`src/rtl/ilsplit_pkg.sv`:
```
// Shared types and constants for the IRC line field splitter.
// Request payload structs, character codes, command classes, keyword table.
// No dependencies.
package ilsplit_pkg;

    localparam int MAX_LINE_DEF = 512;
    localparam int FIELD_W      = 9;
    localparam int KW_COUNT     = 7;

    // Character codes
    localparam logic [7:0] CH_NUL   = 8'h00;
    localparam logic [7:0] CH_TAB   = 8'h09;
    localparam logic [7:0] CH_NL    = 8'h0A;
    localparam logic [7:0] CH_CR    = 8'h0D;
    localparam logic [7:0] CH_SPACE = 8'h20;
    localparam logic [7:0] CH_BANG  = 8'h21;
    localparam logic [7:0] CH_HASH  = 8'h23;
    localparam logic [7:0] CH_PLUS  = 8'h2B;
    localparam logic [7:0] CH_MINUS = 8'h2D;
    localparam logic [7:0] CH_ZERO  = 8'h30;
    localparam logic [7:0] CH_NINE  = 8'h39;
    localparam logic [7:0] CH_COLON = 8'h3A;
    localparam logic [7:0] CH_AT    = 8'h40;

    // Command classes
    localparam logic [3:0] KIND_OTHER   = 4'd0;
    localparam logic [3:0] KIND_NUMERIC = 4'd1;
    localparam logic [3:0] KIND_PING    = 4'd2;
    localparam logic [3:0] KIND_PRIVMSG = 4'd3;
    localparam logic [3:0] KIND_NOTICE  = 4'd4;
    localparam logic [3:0] KIND_JOIN    = 4'd5;
    localparam logic [3:0] KIND_PART    = 4'd6;
    localparam logic [3:0] KIND_QUIT    = 4'd7;
    localparam logic [3:0] KIND_NICK    = 4'd8;

    // Present mask bits
    localparam int PM_SOURCE  = 0;
    localparam int PM_USER    = 1;
    localparam int PM_HOST    = 2;
    localparam int PM_TARGET  = 3;
    localparam int PM_MESSAGE = 4;

    typedef struct packed {
        logic [7:0] line_byte;
        logic       line_last;
    } line_req_t;

    typedef struct packed {
        logic               parse_ok;
        logic [3:0]         command_kind;
        logic [4:0]         present_mask;
        logic [FIELD_W-1:0] nick_len;
        logic [FIELD_W-1:0] user_len;
        logic [FIELD_W-1:0] host_len;
        logic [FIELD_W-1:0] command_start;
        logic [FIELD_W-1:0] command_len;
        logic [FIELD_W-1:0] target_start;
        logic [FIELD_W-1:0] target_len;
        logic [FIELD_W-1:0] message_start;
        logic [FIELD_W-1:0] message_len;
    } result_req_t;

    // Keyword j in match order: PING PRIVMSG NOTICE JOIN PART QUIT NICK
    function automatic logic [2:0] kw_len(input logic [2:0] j);
        logic [2:0] len;
        case (j)
            3'd0:    len = 3'd4;
            3'd1:    len = 3'd7;
            3'd2:    len = 3'd6;
            default: len = 3'd4;
        endcase
        return len;
    endfunction

    function automatic logic [7:0] kw_char(input logic [2:0] j, input logic [2:0] k);
        logic [55:0] word;
        int          sel;
        case (j)
            3'd0:    word = {"PING", 24'h0};
            3'd1:    word = "PRIVMSG";
            3'd2:    word = {"NOTICE", 8'h0};
            3'd3:    word = {"JOIN", 24'h0};
            3'd4:    word = {"PART", 24'h0};
            3'd5:    word = {"QUIT", 24'h0};
            3'd6:    word = {"NICK", 24'h0};
            default: word = '0;
        endcase
        sel = (k > 3'd6) ? 0 : (6 - int'(k));
        return word[sel*8 +: 8];
    endfunction

endpackage

```
`src/rtl/ilsplit_in_if.sv`:
```
// Byte request channel of the IRC line field splitter.
// Depends on ilsplit_pkg.
interface ilsplit_in_if;
    logic                   valid;
    logic                   ready;
    ilsplit_pkg::line_req_t data;

    modport source (output valid, output data, input ready);
    modport sink   (input valid, input data, output ready);
endinterface

```
`src/rtl/ilsplit_out_if.sv`:
```
// Result request channel of the IRC line field splitter.
// Depends on ilsplit_pkg.
interface ilsplit_out_if;
    logic                     valid;
    logic                     ready;
    ilsplit_pkg::result_req_t data;

    modport source (output valid, output data, input ready);
    modport sink   (input valid, input data, output ready);
endinterface

```
`src/rtl/irc_line_field_splitter.sv`:
```
// IRC line field splitter, top level.
// Depends on ilsplit_pkg, ilsplit_in_if and ilsplit_out_if.
//
// Usage:
//   line   : one request per line byte (line_byte, line_last). A zero byte or
//            MAX_LINE-1 kept bytes ends the text; later bytes up to the one
//            flagged last are dropped. One byte is taken every clock while line.ready is high.
//   result : one request per line, issued for the byte flagged last. It holds
//            parse_ok, the command class, presence bits and the offsets and
//            lengths of prefix parts, command, target and message.
// Each byte walks a small phase machine that keeps running offsets, so the
// parse is complete when the last byte arrives. At every newline the running
// state is copied to a snapshot; if a newline was kept, the result reports
// the snapshot of the last one, i.e. the text before it.
// The result passes through the final-state register, then the result
// register, after the last byte is accepted. Throughput: one byte per
// clock, back to back across lines; the only limit is the single-entry
// result register plus the final-state register acting as skid stage.
// Reset: all parse state returns to line start; no result is pending.
// Stall: with result.ready low, one finished line waits in the result
// register and one in the final-state register; line.ready then drops.
module irc_line_field_splitter #(
    parameter int MAX_LINE = ilsplit_pkg::MAX_LINE_DEF
) (
    input  logic                 clk,
    input  logic                 rst_n,
    ilsplit_in_if.sink           line,
    ilsplit_out_if.source        result
);
    import ilsplit_pkg::*;

    localparam int POS_W = $clog2(MAX_LINE);

    typedef logic [POS_W-1:0] pos_t;

    typedef enum logic [6:0] {
        PH_START     = 7'b0000001,
        PH_PREFIX    = 7'b0000010,
        PH_CMD       = 7'b0000100,
        PH_TGT_FIRST = 7'b0001000,
        PH_TGT       = 7'b0010000,
        PH_MSG_FIRST = 7'b0100000,
        PH_MSG       = 7'b1000000
    } phase_t;

    // Leading-number scan of the command token
    typedef enum logic [2:0] {
        NUM_WS   = 3'b001,
        NUM_DIG  = 3'b010,
        NUM_STOP = 3'b100
    } num_t;

    typedef struct packed {
        phase_t              phase;
        logic                src;
        logic                bang_seen;
        logic                at_seen;
        pos_t                bang_pos;
        pos_t                at_pos;
        pos_t                nick;
        pos_t                ul;
        pos_t                hl;
        pos_t                cs;
        pos_t                cl;
        pos_t                t;
        logic                hash;
        logic                tgt_colon;
        pos_t                tl;
        pos_t                ms;
        num_t                num;
        logic                nonzero;
        logic [KW_COUNT-1:0] kw_match;
        logic [2:0]          cmd_cnt;
        pos_t                n;
    } pstate_t;

    function automatic pstate_t start_state();
        pstate_t s;
        s          = '0;
        s.phase    = PH_START;
        s.num      = NUM_WS;
        s.kw_match = '1;
        return s;
    endfunction

    pstate_t     st_reg;
    pstate_t     snap_reg;
    pstate_t     fin_reg;
    logic        ended_reg;
    logic        seen_reg;
    logic        fin_valid_reg;
    result_req_t res_reg;
    logic        res_valid_reg;

    pstate_t     st_step;
    pstate_t     st_after;
    result_req_t res_next;
    logic [7:0]  b;
    logic        in_acc;
    logic        last;
    logic        keep;
    logic        is_nl;
    logic        cmd_byte;
    logic        fin_adv;
    logic        ended_next;

    assign b       = line.data.line_byte;
    assign last    = line.data.line_last;
    assign in_acc  = line.valid && line.ready;
    assign keep    = in_acc && !ended_reg && (b != CH_NUL);
    assign is_nl   = keep && (b == CH_NL);
    assign fin_adv = fin_valid_reg && (!res_valid_reg || result.ready);

    assign line.ready   = !fin_valid_reg || fin_adv;
    assign result.valid = res_valid_reg;
    assign result.data  = res_reg;

    // Per-byte phase step; taken only for kept bytes
    always_comb
    begin
        logic is_ws;
        logic is_dig;
        pos_t p;
        st_step  = st_reg;
        p        = st_reg.n;
        cmd_byte = 1'b0;
        unique case (st_reg.phase)
            PH_START:
            begin
                if (b == CH_COLON)
                begin
                    st_step.phase = PH_PREFIX;
                    st_step.src   = 1'b1;
                end
                else if (b == CH_SPACE)
                begin
                    st_step.cl    = '0;
                    st_step.t     = p + pos_t'(1);
                    st_step.phase = PH_TGT_FIRST;
                end
                else
                begin
                    st_step.phase = PH_CMD;
                    cmd_byte      = 1'b1;
                end
            end
            PH_PREFIX:
            begin
                if (b == CH_SPACE)
                begin
                    st_step.cs    = p + pos_t'(1);
                    st_step.phase = PH_CMD;
                    if (st_reg.bang_seen)
                    begin
                        st_step.nick = st_reg.bang_pos - pos_t'(1);
                        if (st_reg.at_seen)
                        begin
                            st_step.ul = st_reg.at_pos - st_reg.bang_pos - pos_t'(1);
                            st_step.hl = p - st_reg.at_pos - pos_t'(1);
                        end
                        else
                        begin
                            st_step.ul = p - st_reg.bang_pos - pos_t'(1);
                        end
                    end
                    else
                    begin
                        st_step.nick = p - pos_t'(1);
                    end
                end
                else if (b == CH_BANG && !st_reg.bang_seen)
                begin
                    st_step.bang_seen = 1'b1;
                    st_step.bang_pos  = p;
                end
                else if (b == CH_AT && st_reg.bang_seen && !st_reg.at_seen)
                begin
                    st_step.at_seen = 1'b1;
                    st_step.at_pos  = p;
                end
            end
            PH_CMD:
            begin
                if (b == CH_SPACE)
                begin
                    st_step.cl    = p - st_reg.cs;
                    st_step.t     = p + pos_t'(1);
                    st_step.phase = PH_TGT_FIRST;
                end
                else
                begin
                    cmd_byte = 1'b1;
                end
            end
            PH_TGT_FIRST:
            begin
                if (b == CH_COLON)
                begin
                    st_step.ms        = p + pos_t'(1);
                    st_step.tgt_colon = 1'b1;
                    st_step.phase     = PH_MSG;
                end
                else if (b == CH_SPACE)
                begin
                    st_step.tl    = '0;
                    st_step.phase = PH_MSG_FIRST;
                end
                else
                begin
                    st_step.hash  = (b == CH_HASH);
                    st_step.phase = PH_TGT;
                end
            end
            PH_TGT:
            begin
                if (b == CH_SPACE)
                begin
                    st_step.tl    = p - st_reg.t;
                    st_step.phase = PH_MSG_FIRST;
                end
            end
            PH_MSG_FIRST:
            begin
                st_step.ms    = (b == CH_COLON) ? p + pos_t'(1) : p;
                st_step.phase = PH_MSG;
            end
            PH_MSG:
            begin
            end
            default:
            begin
            end
        endcase

        // Command classification, one token byte at a time
        is_ws  = (b == CH_SPACE) || (b >= CH_TAB && b <= CH_CR);
        is_dig = (b >= CH_ZERO) && (b <= CH_NINE);
        if (cmd_byte)
        begin
            unique case (st_reg.num)
                NUM_WS:
                begin
                    if (is_dig)
                    begin
                        st_step.num     = NUM_DIG;
                        st_step.nonzero = st_reg.nonzero || (b != CH_ZERO);
                    end
                    else if (b == CH_PLUS || b == CH_MINUS)
                        st_step.num = NUM_DIG;
                    else if (!is_ws)
                        st_step.num = NUM_STOP;
                end
                NUM_DIG:
                begin
                    if (is_dig)
                        st_step.nonzero = st_reg.nonzero || (b != CH_ZERO);
                    else
                        st_step.num = NUM_STOP;
                end
                NUM_STOP:
                begin
                end
                default:
                begin
                end
            endcase
            for (int j = 0; j < KW_COUNT; j++)
            begin
                if (st_reg.cmd_cnt < kw_len(3'(j)) && b != kw_char(3'(j), st_reg.cmd_cnt))
                    st_step.kw_match[j] = 1'b0;
            end
            if (st_reg.cmd_cnt != 3'd7)
                st_step.cmd_cnt = st_reg.cmd_cnt + 3'd1;
        end
        st_step.n = p + pos_t'(1);
    end

    assign st_after   = keep ? st_step : st_reg;
    assign ended_next = ended_reg || (in_acc && b == CH_NUL)
                        || (keep && (st_reg.n + pos_t'(1)) == pos_t'(MAX_LINE - 1));

    // Line state
    always_ff @(posedge clk or negedge rst_n)
    begin
        if (!rst_n)
        begin
            st_reg    <= start_state();
            ended_reg <= 1'b0;
            seen_reg  <= 1'b0;
        end
        else if (in_acc)
        begin
            if (last)
            begin
                st_reg    <= start_state();
                ended_reg <= 1'b0;
                seen_reg  <= 1'b0;
            end
            else
            begin
                st_reg    <= st_after;
                ended_reg <= ended_next;
                if (is_nl)
                    seen_reg <= 1'b1;
            end
        end
    end

    // Newline snapshot: state just before the newline byte
    always_ff @(posedge clk)
    begin
        if (is_nl)
            snap_reg <= st_reg;
    end

    // Final state of a finished line
    always_ff @(posedge clk)
    begin
        if (in_acc && last)
        begin
            if (is_nl)
                fin_reg <= st_reg;
            else if (seen_reg)
                fin_reg <= snap_reg;
            else
                fin_reg <= st_after;
        end
    end

    always_ff @(posedge clk or negedge rst_n)
    begin
        if (!rst_n)
            fin_valid_reg <= 1'b0;
        else if (in_acc && last)
            fin_valid_reg <= 1'b1;
        else if (fin_adv)
            fin_valid_reg <= 1'b0;
    end

    // Close out the parse at the text end held in fin_reg.n
    always_comb
    begin
        logic ok;
        logic tgt_none;
        pos_t tlen;
        pos_t mlen;
        res_next = '0;
        ok = (fin_reg.phase == PH_TGT_FIRST) || (fin_reg.phase == PH_TGT)
             || (fin_reg.phase == PH_MSG_FIRST) || (fin_reg.phase == PH_MSG);
        tlen     = (fin_reg.phase == PH_TGT) ? fin_reg.n - fin_reg.t : fin_reg.tl;
        mlen     = fin_reg.n - fin_reg.ms;
        tgt_none = (fin_reg.phase == PH_MSG) && fin_reg.tgt_colon;
        if (ok)
        begin
            res_next.parse_ok              = 1'b1;
            res_next.present_mask[PM_SOURCE] = fin_reg.src;
            res_next.present_mask[PM_USER]   = fin_reg.bang_seen;
            res_next.present_mask[PM_HOST]   = fin_reg.at_seen;
            res_next.nick_len      = FIELD_W'(fin_reg.nick);
            res_next.user_len      = FIELD_W'(fin_reg.ul);
            res_next.host_len      = FIELD_W'(fin_reg.hl);
            res_next.command_start = FIELD_W'(fin_reg.cs);
            res_next.command_len   = FIELD_W'(fin_reg.cl);

            if (!tgt_none && fin_reg.hash)
            begin
                res_next.present_mask[PM_TARGET] = 1'b1;
                res_next.target_start = FIELD_W'(fin_reg.t);
                res_next.target_len   = FIELD_W'(tlen);
            end
            else if (!tgt_none && fin_reg.src)
            begin
                // Non-channel target: report the source nickname instead
                res_next.present_mask[PM_TARGET] = 1'b1;
                res_next.target_start = FIELD_W'(1);
                res_next.target_len   = FIELD_W'(fin_reg.nick);
            end

            if (fin_reg.phase == PH_MSG_FIRST)
            begin
                res_next.present_mask[PM_MESSAGE] = 1'b1;
                res_next.message_start = FIELD_W'(fin_reg.n);
            end
            else if (fin_reg.phase == PH_MSG)
            begin
                res_next.present_mask[PM_MESSAGE] = 1'b1;
                res_next.message_start = FIELD_W'(fin_reg.ms);
                res_next.message_len   = FIELD_W'(mlen);
            end

            // Lowest keyword index wins; numeric beats all keywords
            res_next.command_kind = KIND_OTHER;
            for (int j = KW_COUNT - 1; j >= 0; j--)
            begin
                if (fin_reg.kw_match[j] && fin_reg.cmd_cnt >= kw_len(3'(j)))
                    res_next.command_kind = KIND_PING + 4'(j);
            end
            if (fin_reg.nonzero)
                res_next.command_kind = KIND_NUMERIC;
        end
    end

    always_ff @(posedge clk)
    begin
        if (fin_adv)
            res_reg <= res_next;
    end

    always_ff @(posedge clk or negedge rst_n)
    begin
        if (!rst_n)
            res_valid_reg <= 1'b0;
        else if (fin_adv)
            res_valid_reg <= 1'b1;
        else if (result.ready)
            res_valid_reg <= 1'b0;
    end

    // A result only appears after a finished line was held
    a_res_from_fin: assert property (@(posedge clk) disable iff (!rst_n)
        $rose(res_valid_reg) |-> $past(fin_valid_reg))
        else $error("result issued without a finished line");

    // A failed parse carries no class and no parts
    a_fail_zero: assert property (@(posedge clk) disable iff (!rst_n)
        (res_valid_reg && !res_reg.parse_ok)
            |-> (res_reg.command_kind == KIND_OTHER && res_reg.present_mask == 5'd0))
        else $error("failed parse reports fields");

    // The byte flagged last returns the parser to line start
    a_line_restart: assert property (@(posedge clk) disable iff (!rst_n)
        (in_acc && last) |=> (st_reg.phase == PH_START && st_reg.n == '0 && !seen_reg))
        else $error("parse state not cleared after line end");

    // Kept byte count never passes MAX_LINE-1
    a_pos_bound: assert property (@(posedge clk) disable iff (!rst_n)
        ({1'b0, st_reg.n} < (POS_W + 1)'(MAX_LINE)))
        else $error("byte position out of range");

endmodule

```
`src/flat_wrapper.sv`:
```
// flat-port wrapper written by rule: the top's interface ports become plain ports
module irc_line_field_splitter_flat import ilsplit_pkg::*;
#(
    parameter int MAX_LINE = ilsplit_pkg::MAX_LINE_DEF
)
  (clk, rst_n, line_valid, line_data, line_ready, result_valid, result_data, result_ready);
  ilsplit_in_if line_i ();
  ilsplit_out_if result_i ();
  input  logic clk;
  input  logic rst_n;
  input wire logic [$bits(line_i.valid)-1:0] line_valid;
  input wire logic [$bits(line_i.data)-1:0] line_data;
  output wire logic [$bits(line_i.ready)-1:0] line_ready;
  output wire logic [$bits(result_i.valid)-1:0] result_valid;
  output wire logic [$bits(result_i.data)-1:0] result_data;
  input wire logic [$bits(result_i.ready)-1:0] result_ready;
  assign line_i.valid = line_valid;
  assign line_i.data = line_data;
  assign line_ready = line_i.ready;
  assign result_valid = result_i.valid;
  assign result_data = result_i.data;
  assign result_i.ready = result_ready;
  irc_line_field_splitter #(.MAX_LINE(MAX_LINE)) u_core (.clk(clk), .rst_n(rst_n), .line(line_i), .result(result_i));
endmodule
```
`config.mk`:
```
export PLATFORM = sky130hd
export DESIGN_NAME = irc_line_field_splitter_flat
export DESIGN_NICKNAME = d
export VERILOG_FILES = /design/src/rtl/ilsplit_pkg.sv /design/src/rtl/ilsplit_in_if.sv /design/src/rtl/ilsplit_out_if.sv /design/src/rtl/irc_line_field_splitter.sv /design/src/flat_wrapper.sv
export SDC_FILE = /design/constraint.sdc
export NUM_CORES = 1
export LEC_CHECK = 0
export BUFFER_PORTS_ARGS = -buffer_cell sky130_fd_sc_hd__clkbuf_2
export CORE_MARGIN = 3
export CORE_UTILIZATION = 61
export DETAILED_ROUTE_END_ITERATION = 8
export GPL_TIMING_DRIVEN = 0
export PLACE_DENSITY = 0.78
export SLEW_MARGIN = 30
export SYNTH_ARGS = -nofsm -noshare
export SYNTH_HDL_FRONTEND = slang
export SYNTH_SLANG_ARGS = --single-unit
```
`constraint.sdc`:
```
create_clock -name clk -period 8.5 [get_ports clk]
set_input_delay 0 -clock clk [delete_from_list [all_inputs] [get_ports clk]]
set_output_delay 0 -clock clk [all_outputs]
set_load 0.02 [all_outputs]
```
==> metrics.txt <==
async set-reset flop share out of synthesis=0.3014; PwrDens=about 220 nW/um2; Syn Area/Cell=around 11 um2; # H-tree levels=2; Port Buffers=102; Hold Path Class=in2reg; Post-synth EDFFs=between 200 and 300; DRT Pass-1 Iters=6; height of the die=196.3 um; R2R Setup Slk=roughly 4300 ps; post-CTS setup repair buffer count=0; DRT Wirelength=roughly 70000 um; first-pass GRT wire length=103900 um; Slew Viols, Final=0; die area=slightly below 40000 um2; synthesized net count=between 2000 and 2500; post-detail-place hpwl=49030 um; Layout Skew=around 23 ps; Bufs on Longest Clock Path=3; Num CTS Buffers=44; CTS hold repair buffers=4; worst hold stages=5; RSZ-0062 raised after global routing=false; clock period minus worst slack=about 4200 ps; outcome=finished clean; CTS clk-pin slew, worst paths=60 ps; Main synth FF type=edfxtp_1; initial core utilization=0.6197; crit-path max FO=10; Yosys top cell area share=0.4063; maximum VDD drop=approximately 0.16 mV; Avg WL per Cell=approximately 25 um; CTS resizes=0; Max Freq=about 0.24 GHz; Die Wd=roughly 200 um; Setup crit start kind=flop; number of cell rows=between 60 and 70; # setup viols final=0; total gr overflow=0; area delta synth->final=12.52%; total track usage=0.3559; antenna viol nets, final=0; Top-Level Pins=between 100 and 150; r2r worst-path depth=11; Critical Path End Type=flop; Slew Limit Headroom=0.2649; Worst-Skew Late Latency=just under 600 ps; Setup CP Type=reg2reg; Vias=roughly 18000; clk root buf=clkbuf_16; number of global-route vias before repair=~17000; Netlist cell types=84; Seq cells post-synth=approximately 430; DRC=0; initial drt markers=around 2300; routability cong.=between 1 and 1.5; final-stage net count=2307; cell total after placement=2637; Area contributors post-synth=edfxtp_1, dfrtp_1, o21ai_0, nand2_1, ha_1; Arrival @ worst endpoint=around 4600 ps; max reg flops=around 130; Worst Tran Pin Value=between 1000 and 1500 ps; fin cells=2723; largest net degree at the start of global routing=72; share of layout cells above drive strength 1=0.1066; antenna violations before repair=3; CTS tree=built; Synth Cell Area=22100 um2; Leakage=9.444 nW; sequential area share after synthesis=0.5529; period utilisation layout=0.4961; Final Hold Violating Endpoints=0; cell taking the most area after synthesis=edfxtp_1; Core Box Area=approximately 36000 um2; Setup TNS=0 ps; Worst Path Required=8860 ps; cell count after synthesis=slightly above 2000; Sink Count=~430; Max Cap Viol=0; Via density=roughly 6.6; Synth warnings=0
==> worst max-delay path, cell delays in order, from the launching register on <==
cell	delay, ps
dfrtp_1	510
ha_1	200
clkbuf_1	330
buf_1	450
nand2_1	130
ha_1	320
nor4_1	760
xnor2_1	190
o311ai_0	130
or3_1	350
o311a_1	350
o31ai_1	280
==> cell usage in the layout, fill, tap and decap left out, types with 15 or more instances in the layout <==
master | synthesis | routed
a22o_1 | 34 | 34
a31oi_1 | 18 | 18
nor2_1 | 120 | 120
nand2_1 | 208 | 208
edfxtp_1 | 299 | 299
o21ai_0 | 178 | 177
or3_1 | 19 | 19
inv_1 | 87 | 87
o22ai_1 | 36 | 36
xnor2_1 | 59 | 59
clkbuf_1 | 94 | 97
a22oi_1 | 39 | 39
buf_1 | 16 | 16
nand2b_1 | 15 | 15
and2_1 | 61 | 60
dfrtp_1 | 120 | 120
ha_1 | 61 | 61
nor3_1 | 58 | 57
xor2_1 | 34 | 34
o31ai_1 | 15 | 15
a21oi_1 | 149 | 149
clkbuf_16 | 0 | 46
nand3_1 | 35 | 35
clkbuf_2 | 0 | 102
mux2i_1 | 35 | 35
==> final cells by class <==
type | count | area [um2]
Fill cell | 2708 | 10790
Buffer | 129 | 548.0
Tap cell | 461 | 576.8
Antenna cell | 1 | 2.502
Sequential cell | 428 | 12220
Timing Repair Buffer | 113 | 729.5
Clock buffer | 55 | 1215
Multi-Input combinational cell | 1421 | 9025
Clock inverter | 26 | 215.2
Inverter | 89 | 334.1
==> report_power, final <==
group | total [mW] | switching (mW) | internal, mW
combinational | 1.08 | 0.687 | 0.389
clock | 1.93 | 0.827 | 1.11
sequential | 2.44 | 0.0790 | 2.36
total | 5.45 | 1.59 | 3.85
==> through the flow <==
stage               power, mW    util  instance area (um2)  hold slack (ps)  worst slack (ps)
finish                  5.447  0.6973                24860            34.85              4283
global placement        3.498  0.6502                23180            283.0             537.5
global route            5.632  0.6973                24860            67.80              4001
CTS                     5.420  0.6973                24860            23.81              4399
detailed placement      3.517  0.6560                23390           -181.1              4425
floorplan               3.181       -                22100           -295.6              3186
==> path summary, 6_finish.rpt <==
path                                    start                   end
min reg2reg                u_core.st_reg[122]  u_core.snap_reg[122]
min in group asynchronous               rst_n    u_core.st_reg[123]
max                          u_core.st_reg[9]    u_core.fin_reg[14]
max in group asynchronous               rst_n     u_core.st_reg[54]
max reg2reg                  u_core.st_reg[9]    u_core.fin_reg[14]
min                              line_data[3]     u_core.st_reg[19]
==> synth_stat cells, drive strengths merged (13+ instances only) <==
library cell	n
edfxtp	299
nand2	208
o21ai	188
a21oi	149
nor2	124
dfrtp	120
clkbuf	94
inv	87
and2	61
ha	61
nor3	60
xnor2	59
a22oi	39
o22ai	36
buf	35
mux2i	35
nand3	35
a22o	34
xor2	34
or3	19
a31oi	18
nor4	16
nand2b	15
o31ai	15
nor2b	14
a21o	13
a32o	13
and3	13
o21a	13
==> cells by family after synthesis <==
family / share of synthesized area
AOI/OAI and AO/OA: 0.1705
xor gates and xnor gates: 0.03686
adders and majority gates: 0.04088
buffers and inverters: 0.03952
DFF: 0.5529
muxes: 0.01891
and+or+nand+nor: 0.1404
==> routing by layer <==
metal,track usage,vias up,part of all wire
met2,0.5400,1160,0.44
li1,-,7953,-
met1,0.4786,8645,0.38
met4,0.1740,4,0.062
met5,0,-,0.00030
met3,0.09915,260,0.11
No activity file was read; power rests on OpenSTA's default activity.
